## src/rtl/hbct_pkg.sv

```systemverilog
// ----------------------------------------------------------------------------
// hbct_pkg
// Shared types and constants for the hashed buffer cache tag manager.
// ----------------------------------------------------------------------------
package hbct_pkg;

  localparam int ENTRIES_DEF = 32;
  localparam int BUCKETS_DEF = 13;

  localparam int DEV_W    = 8;
  localparam int BLK_W    = 32;
  localparam int HOME_W   = 4;
  localparam int CNT_W    = 6;
  localparam int TIME_W   = 32;
  localparam int BUFIDX_W = 5;

  localparam logic [CNT_W-1:0] COUNT_MAX = 6'd63;

  localparam logic [1:0] ACT_GET     = 2'd0;
  localparam logic [1:0] ACT_RELEASE = 2'd1;
  localparam logic [1:0] ACT_PIN     = 2'd2;
  localparam logic [1:0] ACT_UNPIN   = 2'd3;

  localparam logic [1:0] ST_OK    = 2'd0;
  localparam logic [1:0] ST_NOBUF = 2'd1;
  localparam logic [1:0] ST_ZERO  = 2'd2;

  typedef struct packed {
    logic              cv;
    logic [DEV_W-1:0]  dev;
    logic [BLK_W-1:0]  blk;
    logic [HOME_W-1:0] home;
    logic [CNT_W-1:0]  cnt;
    logic [TIME_W-1:0] stamp;
  } entry_t;

  localparam int ENTRY_W = $bits(entry_t);

endpackage

```

## src/rtl/hashed_buffer_cache_tags.sv

```systemverilog
// ----------------------------------------------------------------------------
// hashed_buffer_cache_tags
// Tag manager for a hashed disk block buffer cache, one request word at a time.
// ----------------------------------------------------------------------------
// A get runs, from acceptance to result, a nibble-serial bucket remainder,
// then one entry a cycle through the tag RAM read port, then decision and
// write-back. Release, pin and unpin read the entry, then execute.
// A new word is accepted the cycle after the result is registered, or later
// while a result waits.
// Reset is synchronous; per-entry valid flops clear at once, so no clearing pass.
module hashed_buffer_cache_tags
  import hbct_pkg::*;
#(
  parameter int ENTRIES = ENTRIES_DEF,
  parameter int BUCKETS = BUCKETS_DEF
) (
  input  logic        clk,
  input  logic        rst,
  input  logic        s_axis_tvalid,
  output logic        s_axis_tready,
  // device_id[7:0], block_number[39:8], buffer_index[44:40], current_time[76:45]
  input  logic [79:0] s_axis_tdata,
  // action[1:0]
  input  logic [1:0]  s_axis_tuser,
  output logic        m_axis_tvalid,
  input  logic        m_axis_tready,
  // entry_index[4:0], hit[5], needs_fill[6], status[8:7]
  output logic [15:0] m_axis_tdata
);

  localparam int IW = $clog2(ENTRIES);

  typedef enum logic [2:0] {
    S_IDLE, S_MOD, S_SCAN, S_DRAIN, S_DECIDE, S_OP_RD, S_OP_EXEC, S_FINISH
  } state_t;

  state_t state;

  logic [1:0]          op_action;
  logic [DEV_W-1:0]    op_dev;
  logic [BLK_W-1:0]    op_blk;
  logic [BLK_W-1:0]    blk_sh;
  logic [TIME_W-1:0]   op_time;
  logic [IW-1:0]       op_addr;
  logic [HOME_W-1:0]   home;
  logic [HOME_W-1:0]   home_next;
  logic [2:0]          mod_cnt;

  logic [IW-1:0]       scan_idx;
  logic                chk_valid;
  logic [IW-1:0]       chk_idx;

  logic                hit_found;
  logic [IW-1:0]       hit_idx;
  logic [CNT_W-1:0]    hit_cnt;
  logic                hit_cv;
  logic                cand_found;
  logic [IW-1:0]       cand_idx;
  logic [HOME_W-1:0]   cand_dist;
  logic [TIME_W-1:0]   cand_time;

  logic [4:0]          res_idx;
  logic                res_hit;
  logic                res_fill;
  logic [1:0]          res_status;

  logic [ENTRIES-1:0]  entry_ok;
  logic                ok_q;
  logic [ENTRY_W-1:0]  rd_data;
  logic [IW-1:0]       rd_addr;
  logic                wr_en;
  logic [IW-1:0]       wr_addr;
  entry_t              wr_ent;
  entry_t              ent;

  logic [IW+4:0]       in_buf_wide;
  logic                in_range;
  logic [HOME_W-1:0]   bkt_dist;
  logic                is_match;
  logic                is_better;

  function automatic logic [4:0] to_out(input logic [IW-1:0] i);
    logic [IW+4:0] w;
    w = {5'b0, i};
    return w[4:0];
  endfunction

  function automatic logic [CNT_W-1:0] cnt_up(input logic [CNT_W-1:0] c);
    return (c == COUNT_MAX) ? c : c + CNT_W'(1);
  endfunction

  hbct_ram #(
    .WIDTH(ENTRY_W),
    .DEPTH(ENTRIES)
  ) u_ram (
    .clk    (clk),
    .wr_en  (wr_en),
    .wr_addr(wr_addr),
    .wr_data(wr_ent),
    .rd_addr(rd_addr),
    .rd_data(rd_data)
  );

  assign s_axis_tready = (state == S_IDLE);
  assign in_buf_wide   = {{IW{1'b0}}, s_axis_tdata[44:40]};
  assign in_range      = (in_buf_wide < (IW+5)'(ENTRIES));
  assign rd_addr       = (state == S_SCAN) ? scan_idx : op_addr;
  assign ent           = ok_q ? entry_t'(rd_data) : entry_t'('0);

  always_comb begin
    logic [7:0] x;
    x = {home, blk_sh[BLK_W-1 -: 4]};
    for (int k = 3; k >= 0; k--) begin
      if (x >= 8'(BUCKETS << k)) begin
        x = x - 8'(BUCKETS << k);
      end
    end
    home_next = x[HOME_W-1:0];
  end

  always_comb begin
    logic [4:0] d;
    if (ent.home >= home) begin
      d = {1'b0, ent.home} - {1'b0, home};
    end else begin
      d = {1'b0, ent.home} + 5'(BUCKETS) - {1'b0, home};
    end
    bkt_dist  = d[HOME_W-1:0];
    is_match  = (ent.home == home) && (ent.dev == op_dev) && (ent.blk == op_blk);
    is_better = (ent.cnt == '0) &&
                (!cand_found || ({bkt_dist, ent.stamp} < {cand_dist, cand_time}));
  end

  always_comb begin
    wr_en   = 1'b0;
    wr_addr = op_addr;
    wr_ent  = ent;
    if (state == S_DECIDE) begin
      wr_ent.cv    = 1'b1;
      wr_ent.dev   = op_dev;
      wr_ent.blk   = op_blk;
      wr_ent.home  = home;
      wr_ent.stamp = op_time;
      if (hit_found) begin
        wr_en      = 1'b1;
        wr_addr    = hit_idx;
        wr_ent.cnt = cnt_up(hit_cnt);
      end else begin
        wr_en      = cand_found;
        wr_addr    = cand_idx;
        wr_ent.cnt = CNT_W'(1);
      end
    end else if (state == S_OP_EXEC) begin
      if (op_action == ACT_PIN) begin
        wr_en      = 1'b1;
        wr_ent.cnt = cnt_up(ent.cnt);
      end else if (ent.cnt != '0) begin
        wr_en      = 1'b1;
        wr_ent.cnt = ent.cnt - CNT_W'(1);
        if (op_action == ACT_RELEASE) begin
          wr_ent.stamp = op_time;
        end
      end
    end
  end

  always_ff @(posedge clk) begin
    ok_q <= entry_ok[rd_addr];
    if (rst) begin
      state         <= S_IDLE;
      entry_ok      <= '0;
      m_axis_tvalid <= 1'b0;
      chk_valid     <= 1'b0;
    end else begin
      if (wr_en) begin
        entry_ok[wr_addr] <= 1'b1;
      end
      if (m_axis_tvalid && m_axis_tready && (state != S_FINISH)) begin
        m_axis_tvalid <= 1'b0;
      end

      if (chk_valid) begin
        if (is_match && !hit_found) begin
          hit_found <= 1'b1;
          hit_idx   <= chk_idx;
          hit_cnt   <= ent.cnt;
          hit_cv    <= ent.cv;
        end
        if (is_better) begin
          cand_found <= 1'b1;
          cand_idx   <= chk_idx;
          cand_dist  <= bkt_dist;
          cand_time  <= ent.stamp;
        end
      end

      unique case (state)
        S_IDLE: begin
          if (s_axis_tvalid) begin
            op_action  <= s_axis_tuser;
            op_dev     <= s_axis_tdata[7:0];
            op_blk     <= s_axis_tdata[39:8];
            blk_sh     <= s_axis_tdata[39:8];
            op_addr    <= in_buf_wide[IW-1:0];
            op_time    <= s_axis_tdata[76:45];
            home       <= '0;
            mod_cnt    <= '0;
            hit_found  <= 1'b0;
            cand_found <= 1'b0;
            res_idx    <= s_axis_tdata[44:40];
            res_hit    <= 1'b0;
            res_fill   <= 1'b0;
            res_status <= ST_OK;
            if (s_axis_tuser == ACT_GET) begin
              state <= S_MOD;
            end else if (in_range) begin
              state <= S_OP_RD;
            end else begin
              state <= S_FINISH;
            end
          end
        end
        S_MOD: begin
          home    <= home_next;
          blk_sh  <= {blk_sh[BLK_W-5:0], 4'b0};
          mod_cnt <= mod_cnt + 3'd1;
          if (mod_cnt == 3'd7) begin
            scan_idx <= '0;
            state    <= S_SCAN;
          end
        end
        S_SCAN: begin
          chk_valid <= 1'b1;
          chk_idx   <= scan_idx;
          if (scan_idx == IW'(ENTRIES - 1)) begin
            state <= S_DRAIN;
          end else begin
            scan_idx <= scan_idx + IW'(1);
          end
        end
        S_DRAIN: begin
          chk_valid <= 1'b0;
          state     <= S_DECIDE;
        end
        S_DECIDE: begin
          if (hit_found) begin
            res_idx  <= to_out(hit_idx);
            res_hit  <= 1'b1;
            res_fill <= !hit_cv;
          end else if (cand_found) begin
            res_idx  <= to_out(cand_idx);
            res_fill <= 1'b1;
          end else begin
            res_idx    <= '0;
            res_status <= ST_NOBUF;
          end
          state <= S_FINISH;
        end
        S_OP_RD: begin
          state <= S_OP_EXEC;
        end
        S_OP_EXEC: begin
          if (op_action != ACT_PIN && ent.cnt == '0) begin
            res_status <= ST_ZERO;
          end
          state <= S_FINISH;
        end
        S_FINISH: begin
          if (!m_axis_tvalid || m_axis_tready) begin
            m_axis_tvalid <= 1'b1;
            m_axis_tdata  <= {7'b0, res_status, res_fill, res_hit, res_idx};
            state         <= S_IDLE;
          end
        end
        default: begin
          state <= S_IDLE;
        end
      endcase
    end
  end

endmodule

```

## src/rtl/hbct_ram.sv

```systemverilog
// ----------------------------------------------------------------------------
// hbct_ram
// Generic single-port-write, single-port-read RAM with registered read data.
// ----------------------------------------------------------------------------
module hbct_ram #(
  parameter int WIDTH = 8,
  parameter int DEPTH = 32
) (
  input  logic                     clk,
  input  logic                     wr_en,
  input  logic [$clog2(DEPTH)-1:0] wr_addr,
  input  logic [WIDTH-1:0]         wr_data,
  input  logic [$clog2(DEPTH)-1:0] rd_addr,
  output logic [WIDTH-1:0]         rd_data
);

  logic [WIDTH-1:0] mem [DEPTH];

  always_ff @(posedge clk) begin
    if (wr_en) begin
      mem[wr_addr] <= wr_data;
    end
    rd_data <= mem[rd_addr];
  end

endmodule
```

## config.mk

```make
export PLATFORM = sky130hd
export DESIGN_NAME = hashed_buffer_cache_tags
export DESIGN_NICKNAME = d
export VERILOG_FILES = /design/src/rtl/hbct_pkg.sv /design/src/rtl/hashed_buffer_cache_tags.sv /design/src/rtl/hbct_ram.sv
export SDC_FILE = /design/constraint.sdc
export NUM_CORES = 2
export LEC_CHECK = 0
export BUFFER_PORTS_ARGS = -buffer_cell sky130_fd_sc_hd__buf_2
export CORE_MARGIN = 1
export CORE_UTILIZATION = 40
export CTS_BUF_LIST = sky130_fd_sc_hd__clkbuf_8
export DETAILED_ROUTE_END_ITERATION = 7
export PLACE_DENSITY = 0.61
export SYNTH_ARGS = -nofsm -noshare
export SYNTH_HDL_FRONTEND = slang
export SYNTH_SLANG_ARGS = --single-unit
```

## constraint.sdc

```tcl
create_clock -name clk -period 6.9 [get_ports clk]
set_clock_uncertainty 0.2 [all_clocks]
set_input_delay 0.69 -clock clk [delete_from_list [all_inputs] [get_ports clk]]
set_output_delay 0.69 -clock clk [all_outputs]
set_load 0.05 [all_outputs]
```

==> impl_metrics.py <==
metrics = {
    "cts": {
        "cts_h_tree_depth": 5,
        "cts.hold.buffers_added": 81,
        "cts_inserted_buffers": 472,
        "cts_repair_resize_count": 0,
        "cts.clk_slew.worst_paths_ns": 0.06,
        "cts.sinks": 2978,
        "ctsRootBufferMaster": "clkbuf_8",
        "clk_path_buf_depth": 4,
        "tritoncts_clock_tree": "done",
        "clk-insertion-delay-late_ns": 1.06,
        "postCtsSetupBuffers": 0,
    },
    "synth": {
        "synth_warnings": 0,
        "netlist_area_um2": 119500,
        "synthesized_area_divided_by_synthesized_cell_count_um2": 12.98,
        "synth.top_cell.area_share_pct": 71.77,
        "synth_seq_area_share_pct": 73.80,
        "yosys_register_bits": 2978,
        "synth.distinct_cells": 81,
        "synthArstFlopShare_pct": 0,
        "yosys-top-cells-count": "nand2_1, edfxtp_1, nand3_1",
        "postSynthCellCount": 9212,
        "synth-edff-count": 2857,
        "synth.largest_area_cell": "edfxtp_1",
        "synth_area_leaders": "edfxtp_1, nand2_1, a311oi_1",
        "ys_dominant_reg_cell": "edfxtp_1",
        "yosys.cell_count.top_type": "nand2_1",
    },
    "critical_path": {
        "crit_path_start_kind": "flop",
        "worst_ep_required_time_ns": 7.42,
        "critical_path_peak_fanout": 25,
        "crit-reg2reg-capture": "cand_idx[2]",
        "worst_reg_to_reg_cells": 18,
        "crit_path_cell_chain": "inv_1 > ha_1 > inv_1 > ha_1 > inv_1 > fa_1 > xnor2_1 > nand2_1 > o21ai_0 > xor2_1 > ha_1 > a21oi_1 > nor2b_1 > nor4b_1 > buf_4 > o21ai_0 > a21oi_4 > buf_12",
        "timing.reg2reg.setup_slack_ns": 1.50,
        "timing.critical_path.arrival_ns": 5.92,
        "worst_path_largest_cell_delay_ns": 0.74,
        "slowest_stage": "edfxtp_1",
        "critPathKind": "reg -> reg",
        "timing.critical_path.to_type": "flop",
        "rr_startpoint": "home[1]",
    },
    "grt": {
        "global_route.usage.total_pct": 21.67,
        "grt_overflow_total": 0,
        "grt_max_degree": 171,
        "first_global_vias": 75814,
        "antenna_found_initial": 3,
        "grt_pass1_wl_um": 491600,
    },
    "sta": {
        "actual_slew_at_the_worst_max_slew_pin_ns": 1.356,
        "setup_tns_ns": 0,
        "finalWorstPathRequiredPeriod_ns": 5.404,
        "worst_hold_slack_ns": 0.1481,
        "timing.max_slew.rel_slack_pct": 9.580,
        "final-setup-viol-count": 0,
        "highest_attainable_clock_frequency_ghz": 0.1850,
        "timing.final.max_slew_violations": 0,
        "hold_viol_final": 0,
        "rsz0062_at_grt": "no",
        "period_share_pct": 78.33,
    },
    "power": {
        "clock_power_share_pct": 27.3,
        "pwr_density_cell_nw_per_um2": 379.7,
        "power.net_switching_uw": 17040,
        "combinationalPowerShare_pct": 25.6,
        "p_leak_uw": 0.04783,
        "internal_power_uw": 34100,
        "power.sequential.fraction_pct": 47.2,
        "p_sw_share_pct": 33.33,
        "power.ir.vdd_worst_uv": 228.8,
    },
    "routing": {
        "routedWlPerCell_um": 24.19,
        "drt-vias-per-instance": 5.624,
        "via_count": 77467,
        "postRouteAntennaNets": 0,
        "routed_wl_um": 333200,
        "drt_iter0_markers": 8664,
        "detail_route.drc_violations": 0,
        "firstDrtPassIters": 8,
    },
    "place": {
        "portBuffers": 93,
        "place_area_um2": 125100,
        "place.gp.congestion": 0.8611,
        "placed_cell_count": 12825,
        "dpl.hpwl_um": 168600,
    },
    "die": {
        "core_region_area_um2": 297000,
        "floorplan.die_area_um2": 301000,
        "floorplan.die.width_um": 548.7,
        "initial_utilization_pct": 40.24,
        "std_cell_rows": 200,
        "die-height_um": 548.7,
        "io_pins": 104,
    },
    "run_status": {
        "outcome": "finished clean",
    },
    "min_path": {
        "worstHoldPathCells": 2,
        "hp-class": "in -> reg",
        "terminating_pin_of_the_worst_hold_path": "op_time[26]",
        "holdCritStartpoint": "s_axis_tdata[71]",
    },
    "run": {
        "maxCapViolations": 0,
    },
    "finish": {
        "finalInstanceArea_um2": 134700,
        "post_route_cells_drive_above_1_share_pct": 10.23,
        "fin_nets": 9583,
        "areaGrowthSynthToFinish_pct": 12.68,
        "final_cell_count_no_fill": 13774,
        "layout.core_utilization_pct": 45.34,
    },
}
stage by stage:
stage	setup slack, ns	total power (µW)
CTS	1.506	51300
floorplan	0.1780	32670
detailed placement	1.573	37380
finish	1.496	51140
global placement	1.518	37030
global route	1.124	53380
power by group through the flow:
stage	logic (µW)	registers, µW	clock network (µW)
5_1_grt	14200	24200	15000
6_report	13100	24100	14000
3_5_place_dp	12900	24500	0
2_1_floorplan	8390	24300	0
3_3_place_gp	12600	24400	0
4_1_cts	13000	24100	14200
area by class of cell:
| type | instances | area, µm² |
|---|---|---|
| timing repair buffer | 396 | 3756 |
| clock inverter | 345 | 1589 |
| fill | 26289 | 162300 |
| sequential | 2978 | 88220 |
| antenna | 4 | 10.01 |
| multi-input combinational | 5512 | 28740 |
| clock buffer | 519 | 7143 |
| tap | 3939 | 4928 |
| inverter | 81 | 304.0 |
worst max-delay path, delay by kind of cell (launching register included):
family          cells  cell delay, ns
buf+inv             5            0.92
fa+ha+maj           4            1.27
xor+xnor            2            0.39
flops               1            0.74
simple gates        3            0.40
compound gates      4            1.08
sequential cells by signal, summed over array words and instances (netlist names), 8 cells and up:
name and cells:
op_blk 32, blk_sh 32, m_axis_tdata 9, op_dev 8
op_time 32, entry_ok 32, cand_time 32, u_ram.mem 2656
u_ram.rd_data 83
metal layers:
| metal | up-vias | track usage (%) | routed length (µm) |
|---|---|---|---|
| li1 | 34631 | - | - |
| met1 | 38856 | 28.33 | 134500 |
| met2 | 3331 | 35.90 | 159400 |
| met3 | 649 | 3.066 | 24210 |
| met4 | 0 | 9.699 | 14990 |
| met5 | - | 0 | 0 |
layout by cell type, fill, tap and decap left out, drive strengths merged, types with 14 or more instances in the layout:
master       Yosys  layout
edfxtp        2857    2857
a21o           107     107
nand3          735     735
and3           346     346
o21ai           63      63
buf            214     315
xnor2           19      19
a21oi          132     132
a31oi          174     174
nor2            87      87
a311oi         508     508
mux2i           14      14
dlygate4sd3      0      81
mux2            36      36
clkbuf         433     519
o21a            35      35
nor3            17      17
a211oi          90      90
inv             79     277
ha              54      54
clkinv           2     139
dfxtp          121     121
and2            43      43
nand2         2876    2876
kinds of logic after synthesis:
logic type / synth area share, %
simple gates: 14.93
flops: 73.80
compound gates: 7.528
buf+inv: 2.498
fa+ha+maj: 0.5987
mux: 0.4700
xor+xnor: 0.1759
other cells: 0.003137
worst max path at each step:
stage / slack (ns) / start / end / cells after the start
after floorplan: 0.18 / ok_q / cand_dist[0] / 22
after global placement: 1.52 / home[1] / cand_idx[4] / 18
after detailed placement: 1.57 / home[1] / cand_idx[4] / 18
after CTS: 1.51 / home[1] / cand_idx[2] / 18
after global routing: 1.12 / home[1] / cand_idx[2] / 18
final: 1.50 / home[1] / cand_idx[2] / 18
(Power assumes the default switching activity.)
